**config.mk**
```make
export PLATFORM = sky130hd
export DESIGN_NAME = ascii_command_line_parser_flat
export DESIGN_NICKNAME = d
export VERILOG_FILES = /design/src/rtl/core/aclp_pkg.sv /design/src/rtl/core/aclp_if.sv /design/src/rtl/core/ascii_command_line_parser.sv /design/src/rtl/core/aclp_classify.sv /design/src/rtl/core/aclp_queue.sv /design/src/rtl/core/aclp_exec.sv /design/src/flat_wrapper.sv
export SDC_FILE = /design/constraint.sdc
export NUM_CORES = 1
export LEC_CHECK = 0
export BUFFER_PORTS_ARGS = -buffer_cell sky130_fd_sc_hd__buf_2
export CORE_MARGIN = 2
export CORE_UTILIZATION = 45
export CTS_CLUSTER_DIAMETER = 30
export CTS_CLUSTER_SIZE = 24
export DETAILED_ROUTE_END_ITERATION = 12
export PLACE_DENSITY_LB_ADDON = 0.12
export SLEW_MARGIN = 40
export SYNTH_ARGS = -nofsm -noshare
export SYNTH_HDL_FRONTEND = slang
export SYNTH_SLANG_ARGS = --single-unit
```
**constraint.sdc**
```tcl
create_clock -name clk -period 28.2 [get_ports clk]
set_input_delay 0 -clock clk [delete_from_list [all_inputs] [get_ports clk]]
set_output_delay 0 -clock clk [all_outputs]
set_load 0.01 [all_outputs]
```
**src/rtl/core/aclp_pkg.sv**
```systemverilog
// Package for the ASCII command line parser: byte classes, token and
// field-phase types, character codes and reset values. No dependencies.
`timescale 1ns / 1ps

package aclp_pkg;

	localparam logic [7:0] CHAR_LF    = 8'h0A;
	localparam logic [7:0] CHAR_CR    = 8'h0D;
	localparam logic [7:0] CHAR_NUL   = 8'h00;
	localparam logic [7:0] CHAR_R     = 8'h52;
	localparam logic [7:0] CHAR_COMMA = 8'h2C;
	localparam logic [7:0] CHAR_SPACE = 8'h20;
	localparam logic [7:0] CHAR_TAB   = 8'h09;
	localparam logic [7:0] CHAR_VT    = 8'h0B;
	localparam logic [7:0] CHAR_FF    = 8'h0C;
	localparam logic [7:0] CHAR_PLUS  = 8'h2B;
	localparam logic [7:0] CHAR_MINUS = 8'h2D;
	localparam logic [7:0] CHAR_ZERO  = 8'h30;
	localparam logic [7:0] CHAR_NINE  = 8'h39;

	localparam logic [15:0] DEFAULT_DELAY_RST = 16'd800;

	typedef enum logic [3:0] {
		CLS_NEWLINE,
		CLS_CR,
		CLS_NUL,
		CLS_BLANK,
		CLS_PLUS,
		CLS_MINUS,
		CLS_DIGIT,
		CLS_COMMA,
		CLS_R,
		CLS_OTHER
	} tok_cls_t;

	typedef struct packed {
		tok_cls_t   cls;
		logic [3:0] dval;
	} token_t;

	typedef enum logic [1:0] {
		PH_SKIP,
		PH_DIGITS,
		PH_DONE
	} phase_t;

endpackage

```
**src/rtl/core/aclp_if.sv**
```systemverilog
// Channel interfaces of the command line parser: received bytes in,
// parsed results out. Uses no package.
`timescale 1ns / 1ps

interface aclp_rx_if;
	logic       valid;
	logic       ready;
	logic [7:0] rx_byte;

	modport source (output valid, output rx_byte, input ready);
	modport sink (input valid, input rx_byte, output ready);
endinterface

interface aclp_res_if;
	logic               valid;
	logic               ready;
	logic               kind;
	logic signed [15:0] x_error;
	logic signed [15:0] y_error;
	logic signed [31:0] rect_width;
	logic signed [31:0] rect_height;
	logic        [15:0] rect_delay;

	modport source (output valid, output kind, output x_error, output y_error,
		output rect_width, output rect_height, output rect_delay, input ready);
	modport sink (input valid, input kind, input x_error, input y_error,
		input rect_width, input rect_height, input rect_delay, output ready);
endinterface

```
**src/rtl/core/ascii_command_line_parser.sv**
```systemverilog
// Top level of the ASCII command line parser: config register, classifier,
// token queue and line parser. Depends on aclp_pkg, aclp_if and submodules.
//
//  channel | dir | payload                                          | handshake
//  rx      | in  | rx_byte[7:0]                                     | valid/ready
//  res     | out | kind, x_error, y_error, rect_width/height, delay | valid/ready
//  cfg     | in  | cfg_wdata[15:0] (default_delay)                  | cfg_we
//
// One byte per cycle sustained while results are taken; the line parser does one multiply-by-ten
// accumulate per byte, which sets that figure.
// A newline's result is valid after the classifier token register, a queue entry and the result register.
// arst_n clears all line state and sets default_delay to 800.
// A stalled result holds back only newlines; other bytes keep flowing through the
// two-entry queue until a newline reaches its head.
`timescale 1ns / 1ps

module ascii_command_line_parser #(
	parameter int LINE_CAPACITY = 32
) (
	input  logic        clk,
	input  logic        arst_n,
	input  logic        cfg_we,
	input  logic [15:0] cfg_wdata,
	aclp_rx_if.sink     rx,
	aclp_res_if.source  res
);

	logic [15:0]      default_delay_q;
	logic             cls_valid;
	logic             cls_ready;
	aclp_pkg::token_t cls_tok;
	logic             q_valid;
	logic             q_ready;
	aclp_pkg::token_t q_tok;

	always_ff @(posedge clk or negedge arst_n) begin
		if (!arst_n) begin
			default_delay_q <= aclp_pkg::DEFAULT_DELAY_RST;
		end else if (cfg_we) begin
			default_delay_q <= cfg_wdata;
		end
	end

	aclp_classify u_classify (
		.clk       (clk),
		.arst_n    (arst_n),
		.rx        (rx),
		.tok_valid (cls_valid),
		.tok_ready (cls_ready),
		.tok       (cls_tok)
	);

	aclp_queue u_queue (
		.clk       (clk),
		.arst_n    (arst_n),
		.in_valid  (cls_valid),
		.in_ready  (cls_ready),
		.in_tok    (cls_tok),
		.out_valid (q_valid),
		.out_ready (q_ready),
		.out_tok   (q_tok)
	);

	aclp_exec #(
		.LINE_CAPACITY (LINE_CAPACITY)
	) u_exec (
		.clk           (clk),
		.arst_n        (arst_n),
		.tok_valid     (q_valid),
		.tok_ready     (q_ready),
		.tok           (q_tok),
		.default_delay (default_delay_q),
		.res           (res)
	);

endmodule

```
**src/rtl/core/aclp_classify.sv**
```systemverilog
// Front end: takes received bytes, classifies them and registers a token.
// Carriage returns are taken and dropped here. Depends on aclp_pkg.
`timescale 1ns / 1ps

module aclp_classify (
	input  logic            clk,
	input  logic            arst_n,
	aclp_rx_if.sink         rx,
	output logic            tok_valid,
	input  logic            tok_ready,
	output aclp_pkg::token_t tok
);

	aclp_pkg::tok_cls_t cls;
	logic               tok_valid_s1;
	aclp_pkg::token_t   tok_s1;
	logic               rx_fire;
	logic               move;

	always_comb begin
		unique case (rx.rx_byte) inside
			aclp_pkg::CHAR_LF: cls = aclp_pkg::CLS_NEWLINE;
			aclp_pkg::CHAR_CR: cls = aclp_pkg::CLS_CR;
			aclp_pkg::CHAR_NUL: cls = aclp_pkg::CLS_NUL;
			aclp_pkg::CHAR_SPACE, aclp_pkg::CHAR_TAB, aclp_pkg::CHAR_VT,
			aclp_pkg::CHAR_FF: cls = aclp_pkg::CLS_BLANK;
			aclp_pkg::CHAR_PLUS: cls = aclp_pkg::CLS_PLUS;
			aclp_pkg::CHAR_MINUS: cls = aclp_pkg::CLS_MINUS;
			[aclp_pkg::CHAR_ZERO:aclp_pkg::CHAR_NINE]: cls = aclp_pkg::CLS_DIGIT;
			aclp_pkg::CHAR_COMMA: cls = aclp_pkg::CLS_COMMA;
			aclp_pkg::CHAR_R: cls = aclp_pkg::CLS_R;
			default: cls = aclp_pkg::CLS_OTHER;
		endcase
	end

	assign move     = tok_valid_s1 && tok_ready;
	assign rx.ready = !tok_valid_s1 || tok_ready;
	assign rx_fire  = rx.valid && rx.ready;

	always_ff @(posedge clk or negedge arst_n) begin
		if (!arst_n) begin
			tok_valid_s1 <= 1'b0;
		end else if (rx_fire) begin
			tok_valid_s1 <= (cls != aclp_pkg::CLS_CR);
		end else if (move) begin
			tok_valid_s1 <= 1'b0;
		end
	end

	always_ff @(posedge clk) begin
		if (rx_fire) begin
			tok_s1.cls  <= cls;
			tok_s1.dval <= rx.rx_byte[3:0];
		end
	end

	assign tok_valid = tok_valid_s1;
	assign tok       = tok_s1;

endmodule

```
**src/rtl/core/aclp_queue.sv**
```systemverilog
// Two-entry token queue between classifier and line parser, so either
// side may stall alone. Depends on aclp_pkg.
`timescale 1ns / 1ps

module aclp_queue (
	input  logic             clk,
	input  logic             arst_n,
	input  logic             in_valid,
	output logic             in_ready,
	input  aclp_pkg::token_t in_tok,
	output logic             out_valid,
	input  logic             out_ready,
	output aclp_pkg::token_t out_tok
);

	aclp_pkg::token_t entry_q [2];
	logic             wr_ptr_q;
	logic             rd_ptr_q;
	logic [1:0]       count_q;
	logic             push;
	logic             pop;

	assign in_ready  = (count_q != 2'd2);
	assign out_valid = (count_q != 2'd0);
	assign out_tok   = entry_q[rd_ptr_q];
	assign push      = in_valid && in_ready;
	assign pop       = out_valid && out_ready;

	always_ff @(posedge clk or negedge arst_n) begin
		if (!arst_n) begin
			wr_ptr_q <= 1'b0;
			rd_ptr_q <= 1'b0;
			count_q  <= 2'd0;
		end else begin
			if (push) begin
				wr_ptr_q <= !wr_ptr_q;
			end
			if (pop) begin
				rd_ptr_q <= !rd_ptr_q;
			end
			case ({push, pop})
				2'b10: count_q <= count_q + 2'd1;
				2'b01: count_q <= count_q - 2'd1;
				default: count_q <= count_q;
			endcase
		end
	end

	always_ff @(posedge clk) begin
		if (push) begin
			entry_q[wr_ptr_q] <= in_tok;
		end
	end

endmodule

```
**src/rtl/core/aclp_exec.sv**
```systemverilog
// Back end: line state, on-the-fly field accumulation and the result
// register. Depends on aclp_pkg and aclp_if.
`timescale 1ns / 1ps

module aclp_exec #(
	parameter int LINE_CAPACITY = 32
) (
	input  logic             clk,
	input  logic             arst_n,
	input  logic             tok_valid,
	output logic             tok_ready,
	input  aclp_pkg::token_t tok,
	input  logic [15:0]      default_delay,
	aclp_res_if.source       res
);

	localparam int CNT_W = $clog2(LINE_CAPACITY);
	localparam logic [CNT_W-1:0] CNT_FULL = CNT_W'(LINE_CAPACITY - 1);

	logic [CNT_W-1:0] char_count_q, char_count_d;
	logic             first_is_r_q, first_is_r_d;
	logic [1:0]       comma_count_q, comma_count_d;
	logic             text_ended_q, text_ended_d;
	aclp_pkg::phase_t phase_q, phase_d;
	logic             negative_q, negative_d;
	logic [31:0]      field_q [4];
	logic [31:0]      field_wdata;
	logic [1:0]       field_widx;
	logic             field_we;
	logic             clear_all;

	logic [31:0]      cur_field;
	logic [31:0]      times_ten;
	logic [31:0]      digit_ext;
	logic             tok_fire;
	logic             is_nl;
	logic             emit;

	logic               res_valid_q;
	logic               kind_q;
	logic signed [15:0] x_error_q;
	logic signed [15:0] y_error_q;
	logic signed [31:0] rect_width_q;
	logic signed [31:0] rect_height_q;
	logic        [15:0] rect_delay_q;

	assign is_nl     = (tok.cls == aclp_pkg::CLS_NEWLINE);
	assign tok_ready = !res_valid_q || res.ready || !is_nl;
	assign tok_fire  = tok_valid && tok_ready;

	assign cur_field = field_q[comma_count_q];
	assign times_ten = {cur_field[28:0], 3'b000} + {cur_field[30:0], 1'b0};
	assign digit_ext = {28'd0, tok.dval};

	// a newline gives a result for an R line with at least two commas, or any other
	// line with at least one comma
	assign emit = tok_fire && is_nl &&
		(first_is_r_q ? (comma_count_q >= 2'd2) : (comma_count_q != 2'd0));

	always_comb begin
		char_count_d  = char_count_q;
		first_is_r_d  = first_is_r_q;
		comma_count_d = comma_count_q;
		text_ended_d  = text_ended_q;
		phase_d       = phase_q;
		negative_d    = negative_q;
		field_we      = 1'b0;
		field_widx    = comma_count_q;
		field_wdata   = negative_q ? (times_ten - digit_ext) : (times_ten + digit_ext);
		clear_all     = 1'b0;
		if (tok_fire) begin
			if (is_nl || char_count_q == CNT_FULL) begin
				// end of line, or overflow: drop the byte and start afresh
				clear_all = 1'b1;
			end else begin
				char_count_d = char_count_q + CNT_W'(1);
				if (!text_ended_q) begin
					if (tok.cls == aclp_pkg::CLS_NUL) begin
						text_ended_d = 1'b1;
					end else begin
						if (char_count_q == '0) begin
							first_is_r_d = (tok.cls == aclp_pkg::CLS_R);
						end
						if (tok.cls == aclp_pkg::CLS_COMMA) begin
							if (comma_count_q != 2'd3) begin
								comma_count_d = comma_count_q + 2'd1;
								phase_d       = aclp_pkg::PH_SKIP;
								negative_d    = 1'b0;
								field_we      = 1'b1;
								field_widx    = comma_count_q + 2'd1;
								field_wdata   = '0;
							end else begin
								phase_d = aclp_pkg::PH_DONE;
							end
						end else begin
							unique case (phase_q)
								aclp_pkg::PH_SKIP: begin
									case (tok.cls) inside
										aclp_pkg::CLS_BLANK: phase_d = aclp_pkg::PH_SKIP;
										aclp_pkg::CLS_PLUS, aclp_pkg::CLS_MINUS: begin
											negative_d = (tok.cls == aclp_pkg::CLS_MINUS);
											phase_d    = aclp_pkg::PH_DIGITS;
										end
										aclp_pkg::CLS_DIGIT: begin
											field_we = 1'b1;
											phase_d  = aclp_pkg::PH_DIGITS;
										end
										default: phase_d = aclp_pkg::PH_DONE;
									endcase
								end
								aclp_pkg::PH_DIGITS: begin
									if (tok.cls == aclp_pkg::CLS_DIGIT) begin
										field_we = 1'b1;
									end else begin
										phase_d = aclp_pkg::PH_DONE;
									end
								end
								default: phase_d = phase_q;
							endcase
						end
					end
				end
			end
			if (clear_all) begin
				char_count_d  = '0;
				first_is_r_d  = 1'b0;
				comma_count_d = 2'd0;
				text_ended_d  = 1'b0;
				phase_d       = aclp_pkg::PH_SKIP;
				negative_d    = 1'b0;
			end
		end
	end

	always_ff @(posedge clk or negedge arst_n) begin
		if (!arst_n) begin
			char_count_q  <= '0;
			first_is_r_q  <= 1'b0;
			comma_count_q <= 2'd0;
			text_ended_q  <= 1'b0;
			phase_q       <= aclp_pkg::PH_SKIP;
			negative_q    <= 1'b0;
			for (int i = 0; i < 4; i++) begin
				field_q[i] <= '0;
			end
		end else begin
			char_count_q  <= char_count_d;
			first_is_r_q  <= first_is_r_d;
			comma_count_q <= comma_count_d;
			text_ended_q  <= text_ended_d;
			phase_q       <= phase_d;
			negative_q    <= negative_d;
			if (clear_all) begin
				for (int i = 0; i < 4; i++) begin
					field_q[i] <= '0;
				end
			end else if (field_we) begin
				field_q[field_widx] <= field_wdata;
			end
		end
	end

	// result register
	always_ff @(posedge clk or negedge arst_n) begin
		if (!arst_n) begin
			res_valid_q <= 1'b0;
		end else begin
			if (res.ready) begin
				res_valid_q <= 1'b0;
			end
			if (emit) begin
				res_valid_q <= 1'b1;
			end
		end
	end

	always_ff @(posedge clk) begin
		if (emit) begin
			kind_q <= first_is_r_q;
			if (first_is_r_q) begin
				x_error_q     <= '0;
				y_error_q     <= '0;
				rect_width_q  <= field_q[1];
				rect_height_q <= field_q[2];
				rect_delay_q  <= (comma_count_q == 2'd3) ? field_q[3][15:0] : default_delay;
			end else begin
				x_error_q     <= field_q[0][15:0];
				y_error_q     <= field_q[1][15:0];
				rect_width_q  <= '0;
				rect_height_q <= '0;
				rect_delay_q  <= '0;
			end
		end
	end

	assign res.valid       = res_valid_q;
	assign res.kind        = kind_q;
	assign res.x_error     = x_error_q;
	assign res.y_error     = y_error_q;
	assign res.rect_width  = rect_width_q;
	assign res.rect_height = rect_height_q;
	assign res.rect_delay  = rect_delay_q;

	a_line_cleared: assert property (@(posedge clk) disable iff (!arst_n)
		tok_fire && is_nl |=> char_count_q == '0 && comma_count_q == 2'd0 && !first_is_r_q)
		else $error("line state not cleared after newline");

	a_count_bound: assert property (@(posedge clk) disable iff (!arst_n)
		char_count_q <= CNT_FULL)
		else $error("line length beyond capacity");

	a_held_byte: assert property (@(posedge clk) disable iff (!arst_n)
		text_ended_q || first_is_r_q || comma_count_q != 2'd0 |-> char_count_q != '0)
		else $error("line state set with no byte held");

	a_kind_zeroes: assert property (@(posedge clk) disable iff (!arst_n)
		res_valid_q |-> (kind_q ? (x_error_q == '0 && y_error_q == '0)
			: (rect_width_q == '0 && rect_height_q == '0 && rect_delay_q == '0)))
		else $error("result fields of the other kind not zero");

endmodule
```
**src/flat_wrapper.sv**
```systemverilog
// flat-port wrapper written by rule: the top's interface ports become plain ports
module ascii_command_line_parser_flat 
#(
	parameter int LINE_CAPACITY = 32
)
  (clk, arst_n, cfg_we, cfg_wdata, rx_valid, rx_rx_byte, rx_ready, res_valid, res_kind, res_x_error, res_y_error, res_rect_width, res_rect_height, res_rect_delay, res_ready);
  aclp_rx_if rx_i ();
  aclp_res_if res_i ();
  input  logic clk;
  input  logic arst_n;
  input  logic cfg_we;
  input  logic [15:0] cfg_wdata;
  input wire logic [$bits(rx_i.valid)-1:0] rx_valid;
  input wire logic [$bits(rx_i.rx_byte)-1:0] rx_rx_byte;
  output wire logic [$bits(rx_i.ready)-1:0] rx_ready;
  output wire logic [$bits(res_i.valid)-1:0] res_valid;
  output wire logic [$bits(res_i.kind)-1:0] res_kind;
  output wire logic [$bits(res_i.x_error)-1:0] res_x_error;
  output wire logic [$bits(res_i.y_error)-1:0] res_y_error;
  output wire logic [$bits(res_i.rect_width)-1:0] res_rect_width;
  output wire logic [$bits(res_i.rect_height)-1:0] res_rect_height;
  output wire logic [$bits(res_i.rect_delay)-1:0] res_rect_delay;
  input wire logic [$bits(res_i.ready)-1:0] res_ready;
  assign rx_i.valid = rx_valid;
  assign rx_i.rx_byte = rx_rx_byte;
  assign rx_ready = rx_i.ready;
  assign res_valid = res_i.valid;
  assign res_kind = res_i.kind;
  assign res_x_error = res_i.x_error;
  assign res_y_error = res_i.y_error;
  assign res_rect_width = res_i.rect_width;
  assign res_rect_height = res_i.rect_height;
  assign res_rect_delay = res_i.rect_delay;
  assign res_i.ready = res_ready;
  ascii_command_line_parser #(.LINE_CAPACITY(LINE_CAPACITY)) u_core (.clk(clk), .arst_n(arst_n), .cfg_we(cfg_we), .cfg_wdata(cfg_wdata), .rx(rx_i), .res(res_i));
endmodule
```
==> impl_metrics.yaml, run 1 <==
run:
  cap_violations: 0
cells_and_area:
  syn2layout_area_growth_pct: 27.4
  design_area_um2: 19700
  fin_nets: 1666
  antenna_cells: 0
  fin_util: 0.585
  drive_above_1_share: 0.226
grt:
  use_met3: 0.0423
  use_met2: 0.374
  top_usage_layer: "met2"
  grt_max_degree: 99
  track_usage: 0.243
  grt_pass1_vias: 11800
  grt_pass1_wl_mm: 67.6
  grt.met1_usage: 0.354
  gr-total-overflow: 0
  antenna_found_initial: 0
die:
  ioPinCount: 144
  core_area_um2: 33700
  dieArea_um2: 35900
  initial_core_util: 0.459
  fp.dieH_um: 189
  row_count: 67
  die_x_um: 189
pwr:
  p_per_area_nw_per_um2: 96.2
  total_power_mw: 1.90
  p_int_mw: 1.28
  clockPowerShare: 0.439
  p_switching_uw: 619
  pwr-share-comb: 0.265
  switching_share: 0.326
  max-vdd-ir-drop_mv: 0.0526
  power.leakage_nw: 8.44
  sequentialPowerShare: 0.296
synthesis:
  ys_async_sr_fraction: 0.539
  avgSynthCellArea_um2: 11.2
  ys_seq_area_frac: 0.525
  synth_area_um2: 15500
  synth_edf_count: 137
  synth_flop_cell: "dfrtp_1"
  synth_cells: 1382
  ys_ff_latch: 297
  ys_warn_count: 0
  syn_nets: 1452
  synth_cell_types: 87
placed_design:
  portBuffers: 143
  gp_congestion: 0.878
  placed_area_um2: 16700
  dp_hpwl_mm: 29.9
clocking:
  cts_num_sinks: 297
  cts_root_buf: "clkbuf_16"
  clk_pin_slew_worst_paths_ns: 0.04
  cts_inserted_buffers: 69
  cts_tree: "done"
  h-tree-depth: 3
  worstSkewPairLatency_ns: 0.58
  postCtsSetupBuffers: 0
  clk_path_buf_depth: 3
timing:
  slew_headroom: 0.448
  worst_clock_skew_ns: 0.0223
  min_period_ns: 5.34
  fmaxAchievable_mhz: 187
  hold-worst-slack_ns: 0.0171
  rsz0062_at_grt: "false"
  finalHoldViolations: 0
  period_share: 0.189
  tightest_slew_ns: 0.828
  setup-violations-final: 0
  setup_tns_ns: 0
  finalMaxSlewViolations: 0
routing:
  vias: 12100
  wirelength_mm: 43.0
  wire_per_inst_um: 20.5
  route.detailed.drc: 0
  first_pass_iters: 5
  viasPerCell: 5.75
  drtIter0Drc: 954
  antenna_left: 0
worst_setup_path:
  worstPathArrival_ns: 5.76
  crit_type: "reg2reg"
  cp-start-kind: "flip-flop"
  required_ns: 28.62
  critPathMaxFanout: 31
  endpoint_kind: "flip-flop"
outcome:
  status: "complete, no violations"
min_path:
  hp-class: "in2reg"
==> timing repair <==
item | in CTS | in global routing
hold buffers | 45 | 1
hold endpoints to repair | 131 | 21
resized for setup | 0 | 0
==> cells in the mapped netlist (24+ instances only) <==
| master | number | area (um^2) |
|---|---|---|
| nor2b_1 | 48 | 300 |
| nor3_1 | 24 | 120 |
| mux4_2 | 31 | 698 |
| nand2_1 | 168 | 631 |
| xnor2_1 | 34 | 298 |
| a21oi_1 | 65 | 325 |
| a22o_1 | 70 | 613 |
| nand3_1 | 35 | 175 |
| and2_1 | 76 | 475 |
| dfrtp_1 | 157 | 3930 |
| nor2_1 | 68 | 255 |
| clkbuf_1 | 51 | 191 |
| ha_1 | 38 | 475 |
| edfxtp_1 | 137 | 4110 |
| o21ai_0 | 71 | 355 |
==> worst max-delay path, cell delays in order (launching register included) <==
cell and delay, ns:
dfrtp_2 0.53, buf_4 0.56, mux4_2 0.64, ha_1 0.42, a21oi_1 0.28, o21ai_1 0.17
or2_1 0.25, o221ai_1 0.45, nand4b_1 0.32, nor4_2 0.60, nor3b_1 0.26, a41oi_1 0.08
xor2_1 0.43, o21ai_0 0.19
==> flip-flops by register name (all words and copies together), names as in the netlist, 2 cells and up <==
name / cells
u_core.u_exec.res.rect_delay: 16
u_core.u_exec.char_count_q: 5
u_core.u_exec.field_q: 126
u_core.u_queue.count_q: 2
u_core.u_exec.res.rect_width: 32
u_core.u_exec.res.rect_height: 32
u_core.u_exec.res.x_error: 16
u_core.default_delay_q: 16
u_core.u_classify.tok: 8
u_core.u_exec.phase_q: 2
u_core.u_exec.comma_count_q: 2
u_core.u_exec.res.y_error: 16
u_core.u_queue.entry_q: 16
==> cell families (layout without fill, tap and decap cells) <==
logic type	Yosys count	after routing	synth area share
muxes	59	59	0.0650
and+or+nand+nor	522	522	0.175
buffers and inverters	84	354	0.0215
AOI/OAI and AO/OA	326	326	0.147
xor gates and xnor gates	53	53	0.0312
adders and majority gates	41	41	0.0346
DFF	297	297	0.525
==> stage by stage <==
stage	worst slack [ns]	cells
detailed placement	22.92	1926
CTS	22.89	2098
global placement	22.98	1923
global route	22.41	2100
finish	22.86	2100
floorplan	17.69	1382
==> layer usage <==
metal,vias to the layer above,wire length (um)
li1,5609,-
met1,5992,20200
met2,404,19500
met3,72,2460
met4,0,893
met5,-,0
==> power by group through the flow <==
| stage | registers, mW | logic, mW | clock network, mW |
|---|---|---|---|
| global placement | 0.565 | 0.481 | 0 |
| finish | 0.561 | 0.503 | 0.832 |
| detailed placement | 0.567 | 0.490 | 0 |
| floorplan | 0.546 | 0.372 | 0 |
| CTS | 0.561 | 0.499 | 0.843 |
| global route | 0.568 | 0.555 | 0.869 |
==> worst paths after layout <==
| path | from | end | slack, ns | cells after the start |
|---|---|---|---|---|
| min | cfg_we | u_core.default_delay_q[1]$_DFFE_PN0P_ | 0.02 | 2 |
| min in group asynchronous | arst_n | u_core.u_exec.field_q[56]$_DFFE_PN0P_ | 0.39 | 3 |
| max reg2reg | u_core.u_exec.comma_count_q[0]$_DFFE_PN0P_ | u_core.u_exec.field_q[20]$_DFFE_PN0P_ | 22.86 | 13 |
| max in group asynchronous | arst_n | u_core.u_exec.comma_count_q[0]$_DFFE_PN0P_ | 26.92 | 4 |
| max | u_core.u_exec.comma_count_q[0]$_DFFE_PN0P_ | u_core.u_exec.field_q[20]$_DFFE_PN0P_ | 22.86 | 13 |
| min reg2reg | u_core.u_classify.tok[6]$_DFFE_PP_ | u_core.u_queue.entry_q[0][6]$_DFFE_PP_ | 0.45 | 0 |
==> layout by cell type, fill, tap and decap left out, types with 10 or more instances in the layout <==
master and count:
o21ai_0 69, buf_4 11, nor2_1 64, bufinv_16 10
edfxtp_1 137, mux2_2 22, mux4_2 31, and2_1 76
xnor2_1 33, nand2_1 167, ha_1 38, nor2b_1 47
a22o_1 70, or3_1 12, a21o_1 10, buf_2 142
nand4_1 14, o211ai_1 10, xor2_1 18, o21ai_1 17
clkbuf_16 71, nor3_1 23, and3_1 12, a21oi_1 65
nor3b_1 10, nand3_1 35, inv_1 18, dlygate4sd3_1 46
nor4_1 10, dfrtp_1 155
==> area by class of cell <==
cell class,instances,area [um^2]
fillers,2864,14000
flip-flops and latches,297,8120
multi-input cells,1001,7090
clock buffers,88,1920
repair buffers,207,1380
clock inverters,39,566
well taps,448,561
inverters,20,75.1
Power figures use the tool's default switching activity.
==> inputs of run 2 (changes only) <==
Clock period 28.2 ns to 4.9 ns, I/O delays scaled along.
==> run 2 against run 1 <==
  * Clock power rose to 5.4 times the previous value
  * Power rose to 5.7 times the previous value
  * Final area rose by 0.11%
  * Sequential power rose to 5.8 times the previous value
  * Hold slack improved by 0.0035 ns
  * Via count rose by 0.11%
  * Clock skew rose by 0.0021 ns
  * Worst setup slack got worse by 23 ns
  * Largest power group unchanged
==> impl_metrics.yaml, run 2 (synthesized netlist as in run 1, its figures left out) <==
outcome:
  status: "complete, no violations"
timing:
  finalHoldViolations: 0
  setup-violations-final: 0
  worst_clock_skew_ns: 0.0244
  setup_tns_ns: 0
  period_share: 0.958
  finalMaxSlewViolations: 0
  rsz0062_at_grt: "false"
  slew_headroom: 0.432
  tightest_slew_ns: 0.847
  min_period_ns: 4.70
  fmaxAchievable_mhz: 213
pwr:
  max-vdd-ir-drop_mv: 0.388
  total_power_mw: 10.8
  power.leakage_nw: 8.51
  p_per_area_nw_per_um2: 547
clocking:
  postCtsSetupBuffers: 0
  clk_pin_slew_worst_paths_ns: 0.05
  cts_num_sinks: 297
  cts_tree: "done"
  cts_inserted_buffers: 67
  worstSkewPairLatency_ns: 0.58
  clk_path_buf_depth: 3
  cts_root_buf: "clkbuf_16"
  h-tree-depth: 3
worst_setup_path:
  reg2reg_to: "u_core.u_exec.field_q[93]$_DFFE_PN0P_"
  critPathMaxFanout: 8
  worstPathArrival_ns: 5.13
  reg2reg_slack_ns: 0.20
  required_ns: 5.33
  r2r_start: "u_core.u_exec.comma_count_q[0]$_DFFE_PN0P_"
  cp-start-kind: "flip-flop"
  worstRegToRegCells: 13
  endpoint_kind: "flip-flop"
  crit_type: "reg2reg"
routing:
  antenna_left: 0
  wire_per_inst_um: 20.2
  viasPerCell: 5.69
  wirelength_mm: 42.8
  route.detailed.drc: 0
  drtIter0Drc: 977
  vias: 12100
  first_pass_iters: 5
cells_and_area:
  largest_reg_flops: 126
  regArea_um2: 8130
  drive_above_1_share: 0.243
  final_cells: 2123
  fin_nets: 1691
  syn2layout_area_growth_pct: 27.5
  multi_input_area_um2: 7090
  largest-register: "u_core.u_exec.field_q"
  fillers: 2862
  antenna_cells: 0
  final_cell_mix: "167 x nand2_1, 155 x dfrtp_1, 142 x buf_2, 137 x edfxtp_1, 76 x and2_1"
  final_common_cell: "nand2_1"
grt:
  grt_pass1_wl_mm: 66.9
  gr-total-overflow: 0
  grt_pass1_vias: 12000
  track_usage: 0.241
  antenna_found_initial: 0
  grt_max_degree: 99
min_path:
  hold_start: "cfg_we"
  hold-path-endpoint: "u_core.default_delay_q[1]$_DFFE_PN0P_"
  hp-class: "in2reg"
  holdPathStages: 2
die:
  fp.dieH_um: 189
  ioPinCount: 144
  dieArea_um2: 35900
  core_area_um2: 33700
  die_x_um: 189
  initial_core_util: 0.459
  row_count: 67
placed_design:
  gp_congestion: 0.921
  dp.cells: 1965
  dp_hpwl_mm: 29.8
  portBuffers: 143
run:
  cap_violations: 0
==> run 2: cell count changes in the layout (fill, tap and decap cells not counted), moves of 3 or more <==
cell and delta:
nor2_2 -4, dlygate4sd3_1 -13, inv_6 +3, buf_12 +3, nor2_1 +4, buf_4 +36
clkbuf_8 -3
==> run 2: per-stage QoR <==
step                      hold WS, ns  utilization  cell area (um^2)  worst slack [ns]
after global placement        -0.0846        0.503             17000             0.248
after detailed placement      -0.0784        0.505             17000             0.152
after global routing           0.0244        0.585             19700           0.00329
final                          0.0205        0.585             19700             0.204
after floorplan                -0.296            -             15500            0.0705
after CTS                     0.00125        0.584             19700             0.120
==> run 2: final cells by class <==
type                    instances  area share
flip-flops and latches        297       0.412
multi-input cells            1001       0.359
clock buffers                  80      0.0911
repair buffers                234      0.0801
well taps                     448      0.0284
clock inverters                43      0.0256
inverters                      20     0.00381
==> run 2: report_power, final <==
part	switching, mW	internal (mW)
clock network	1.42	3.05
registers	0.284	2.96
logic	1.87	1.21
==> run 2: worst max path at each step <==
stage	endpoint	from	cells past startpoint	slack [ns]
2_1_floorplan	u_core.u_exec.field_q[29]$_DFFE_PN0P_	u_core.u_exec.comma_count_q[0]$_DFFE_PN0P_	15	0.07
3_3_place_gp	u_core.u_exec.field_q[93]$_DFFE_PN0P_	u_core.u_exec.comma_count_q[0]$_DFFE_PN0P_	14	0.25
3_5_place_dp	u_core.u_exec.field_q[93]$_DFFE_PN0P_	u_core.u_exec.comma_count_q[0]$_DFFE_PN0P_	14	0.15
4_1_cts	u_core.u_exec.field_q[93]$_DFFE_PN0P_	u_core.u_exec.comma_count_q[0]$_DFFE_PN0P_	13	0.12
5_1_grt	u_core.u_exec.field_q[93]$_DFFE_PN0P_	u_core.u_exec.comma_count_q[0]$_DFFE_PN0P_	13	0.003
6_report	u_core.u_exec.field_q[93]$_DFFE_PN0P_	u_core.u_exec.comma_count_q[0]$_DFFE_PN0P_	13	0.20
==> run 2: what timing repair did <==
action                                  in CTS  in global routing
resized for setup                            0                  6
hold endpoints to repair                   191                  0
hold buffers                                34                  0
endpoints found under the setup margin       0                 15
==> run 2: routing by layer <==
layer	GRT usage	up-vias	share of wire
li1	-	5649	-
met1	0.348	5966	0.47
met2	0.365	405	0.45
met3	0.0467	70	0.059
met4	0.0871	0	0.024
met5	0	-	0
==> run 2: worst max-delay path: stages (launching register included) <==
cell and delay [ns]:
dfrtp_4 0.54, mux4_2 0.58, ha_1 0.26, fa_1 0.44
a211oi_4 0.32, o21a_4 0.21, a21oi_2 0.09, o311a_1 0.35
o31a_1 0.36, xnor2_4 0.26, or4b_4 0.51, a22oi_4 0.28
nor3_1 0.09, a221o_1 0.28
==> inputs of run 3 (changes only) <==
Clock period 4.9 ns to 4.5 ns, I/O delays scaled along.
==> run 3 against run 2 <==
  * The run now ends with hold timing left
  * Largest power group unchanged
  * Global-route usage rose by 0.28 points
  * Critical path type unchanged
  * Final area rose by 4.1%
  * Clock skew fell by 0.0033 ns
  * Die area did not move
  * Via count rose by 3.2%
  * Power rose by 12%
  * Non-clock buffer count rose by 89
  * Sequential share of layout area fell by 1.6 points
  * Hold slack got worse by 0.022 ns
==> impl_metrics.yaml, run 3 (synthesized netlist as in run 1, its figures left out) <==
cells_and_area:
  syn2layout_area_growth_pct: 32.7
  fin_nets: 1780
  largest_reg_flops: 126
  final_common_cell: "nand2_1"
  final_cell_mix: "167 x nand2_1, 155 x dfrtp_1, 142 x buf_2, 137 x edfxtp_1, 135 x buf_4"
  fin_util: 0.609
  antenna_cells: 0
  drive_above_1_share: 0.295
  largest-register: "u_core.u_exec.field_q"
pwr:
  power.leakage_nw: 9.01
  total_power_mw: 12.1
  p_per_area_nw_per_um2: 589
  max-vdd-ir-drop_mv: 0.413
grt:
  grt_pass1_vias: 12300
  grt_pass1_wl_mm: 68.2
  grt_max_degree: 99
  track_usage: 0.244
  antenna_found_initial: 0
  gr-total-overflow: 0
routing:
  viasPerCell: 5.65
  drtIter0Drc: 972
  first_pass_iters: 7
  route.detailed.drc: 0
  wirelength_mm: 43.4
  vias: 12500
  wire_per_inst_um: 19.7
  antenna_left: 0
timing:
  tightest_slew_ns: 0.772
  worst_slack_ns: 0.118
  min_period_ns: 4.38
  setup_tns_ns: 0
  setup-violations-final: 0
  hold-worst-slack_ns: -0.00108
  finalMaxSlewViolations: 0
  period_share: 0.974
  finalHoldViolations: 1
  slew_headroom: 0.485
  fmaxAchievable_mhz: 228
  worst_clock_skew_ns: 0.0211
outcome:
  violations: "hold timing"
  status: "complete, but fails checks"
die:
  initial_core_util: 0.459
  die_x_um: 189
  core_area_um2: 33700
  ioPinCount: 144
  row_count: 67
  fp.dieH_um: 189
  dieArea_um2: 35900
clocking:
  clk_path_buf_depth: 3
  cts_inserted_buffers: 67
  cts_tree: "done"
  h-tree-depth: 3
  worstSkewPairLatency_ns: 0.57
  clk_pin_slew_worst_paths_ns: 0.05
  cts_root_buf: "clkbuf_16"
  cts_num_sinks: 297
placed_design:
  gp_congestion: 0.900
  dp_worst_setup_slack_ns: 0.0462
  portBuffers: 143
  dp_hpwl_mm: 30.8
worst_setup_path:
  crit_chain: "buf_4 -> mux4_2 -> ha_1 -> fa_1 -> a211oi_4 -> o21a_4 -> a21oi_2 -> o311a_1 -> o31a_1 -> xnor2_4 -> or4b_4 -> a22oi_4 -> nor3_1 -> a221o_1"
  worstPathArrival_ns: 4.82
  crit_buf_inv: 1
  critPathMaxFanout: 7
  cp_slowest_cell: "mux4_2"
  crit_type: "reg2reg"
  cp-start-kind: "flip-flop"
  crit_path_max_incr_delay_ns: 0.52
  cpLargestDelayFamily: "compound AO/OA/AOI/OAI gates"
  required_ns: 4.94
  endpoint_kind: "flip-flop"
min_path:
  hp-class: "in2async"
run:
  cap_violations: 0
## run 3: final cells by class
type,count,area (um^2)
clock inverter,37,375
clock buffer,84,1920
timing repair buffer,323,2290
tap,448,561
sequential,297,8120
multi-input combinational,1001,7190
inverter,20,75.1
fill,2797,13200
## run 3: what timing repair did
item / in CTS / in global routing
setup buffers: 0 / 8
hold buffers: 33 / 0
gates resized for setup: 0 / 28
setup endpoints to repair: 0 / 58
hold endpoints to repair: 100 / 0
## run 3: stage by stage
stage	cells	cell area [um^2]	hold slack, ns
finish	2210	20500	-0.00108
global route	2210	20500	0.0278
CTS	2201	20300	0.00248
detailed placement	2047	17700	0.0421
global placement	2045	17700	0.0372
floorplan	1382	15500	-0.296
## run 3: worst paths after layout
check | start | to | slack (ns) | cells past startpoint
setup / recovery | u_core.u_exec.comma_count_q[0]$_DFFE_PN0P_ | u_core.u_exec.field_q[93]$_DFFE_PN0P_ | 0.12 | 14
hold / removal | arst_n | u_core.u_exec.field_q[56]$_DFFE_PN0P_ | -0.001 | 2
setup reg to reg | u_core.u_exec.comma_count_q[0]$_DFFE_PN0P_ | u_core.u_exec.field_q[93]$_DFFE_PN0P_ | 0.12 | 14
hold reg to reg | u_core.u_classify.tok[2]$_DFFE_PP_ | u_core.u_queue.entry_q[1][2]$_DFFE_PP_ | 0.44 | 0
max in group asynchronous | arst_n | u_core.default_delay_q[8]$_DFFE_PN1P_ | 3.52 | 3
min in group clk | cfg_we | u_core.default_delay_q[12]$_DFFE_PN0P_ | 0.03 | 2
## run 3: worst reg2reg max path, stage by stage (launching register included)
cell and delay [ns]:
dfrtp_2 0.35, buf_4 0.13, mux4_2 0.52, ha_1 0.25, fa_1 0.44, a211oi_4 0.31
o21a_4 0.20, a21oi_2 0.08, o311a_1 0.34, o31a_1 0.36, xnor2_4 0.15, or4b_4 0.49
a22oi_4 0.28, nor3_1 0.10, a221o_1 0.27
## run 3: where the power goes
| part | switching, mW | leakage [nW] | internal, mW |
|---|---|---|---|
| clock | 1.53 | 1.12 | 3.31 |
| combinational | 2.17 | 4.33 | 1.61 |
| sequential | 0.262 | 3.56 | 3.22 |
## run 3: metal layers
metal  track usage  routed length [um]  vias to the layer above
li1              -                   -                     5851
met1         0.351               20000                     6143
met2         0.368               19600                      425
met3        0.0495                2870                       63
met4        0.0886                1000                        0
met5             0                   0                        -
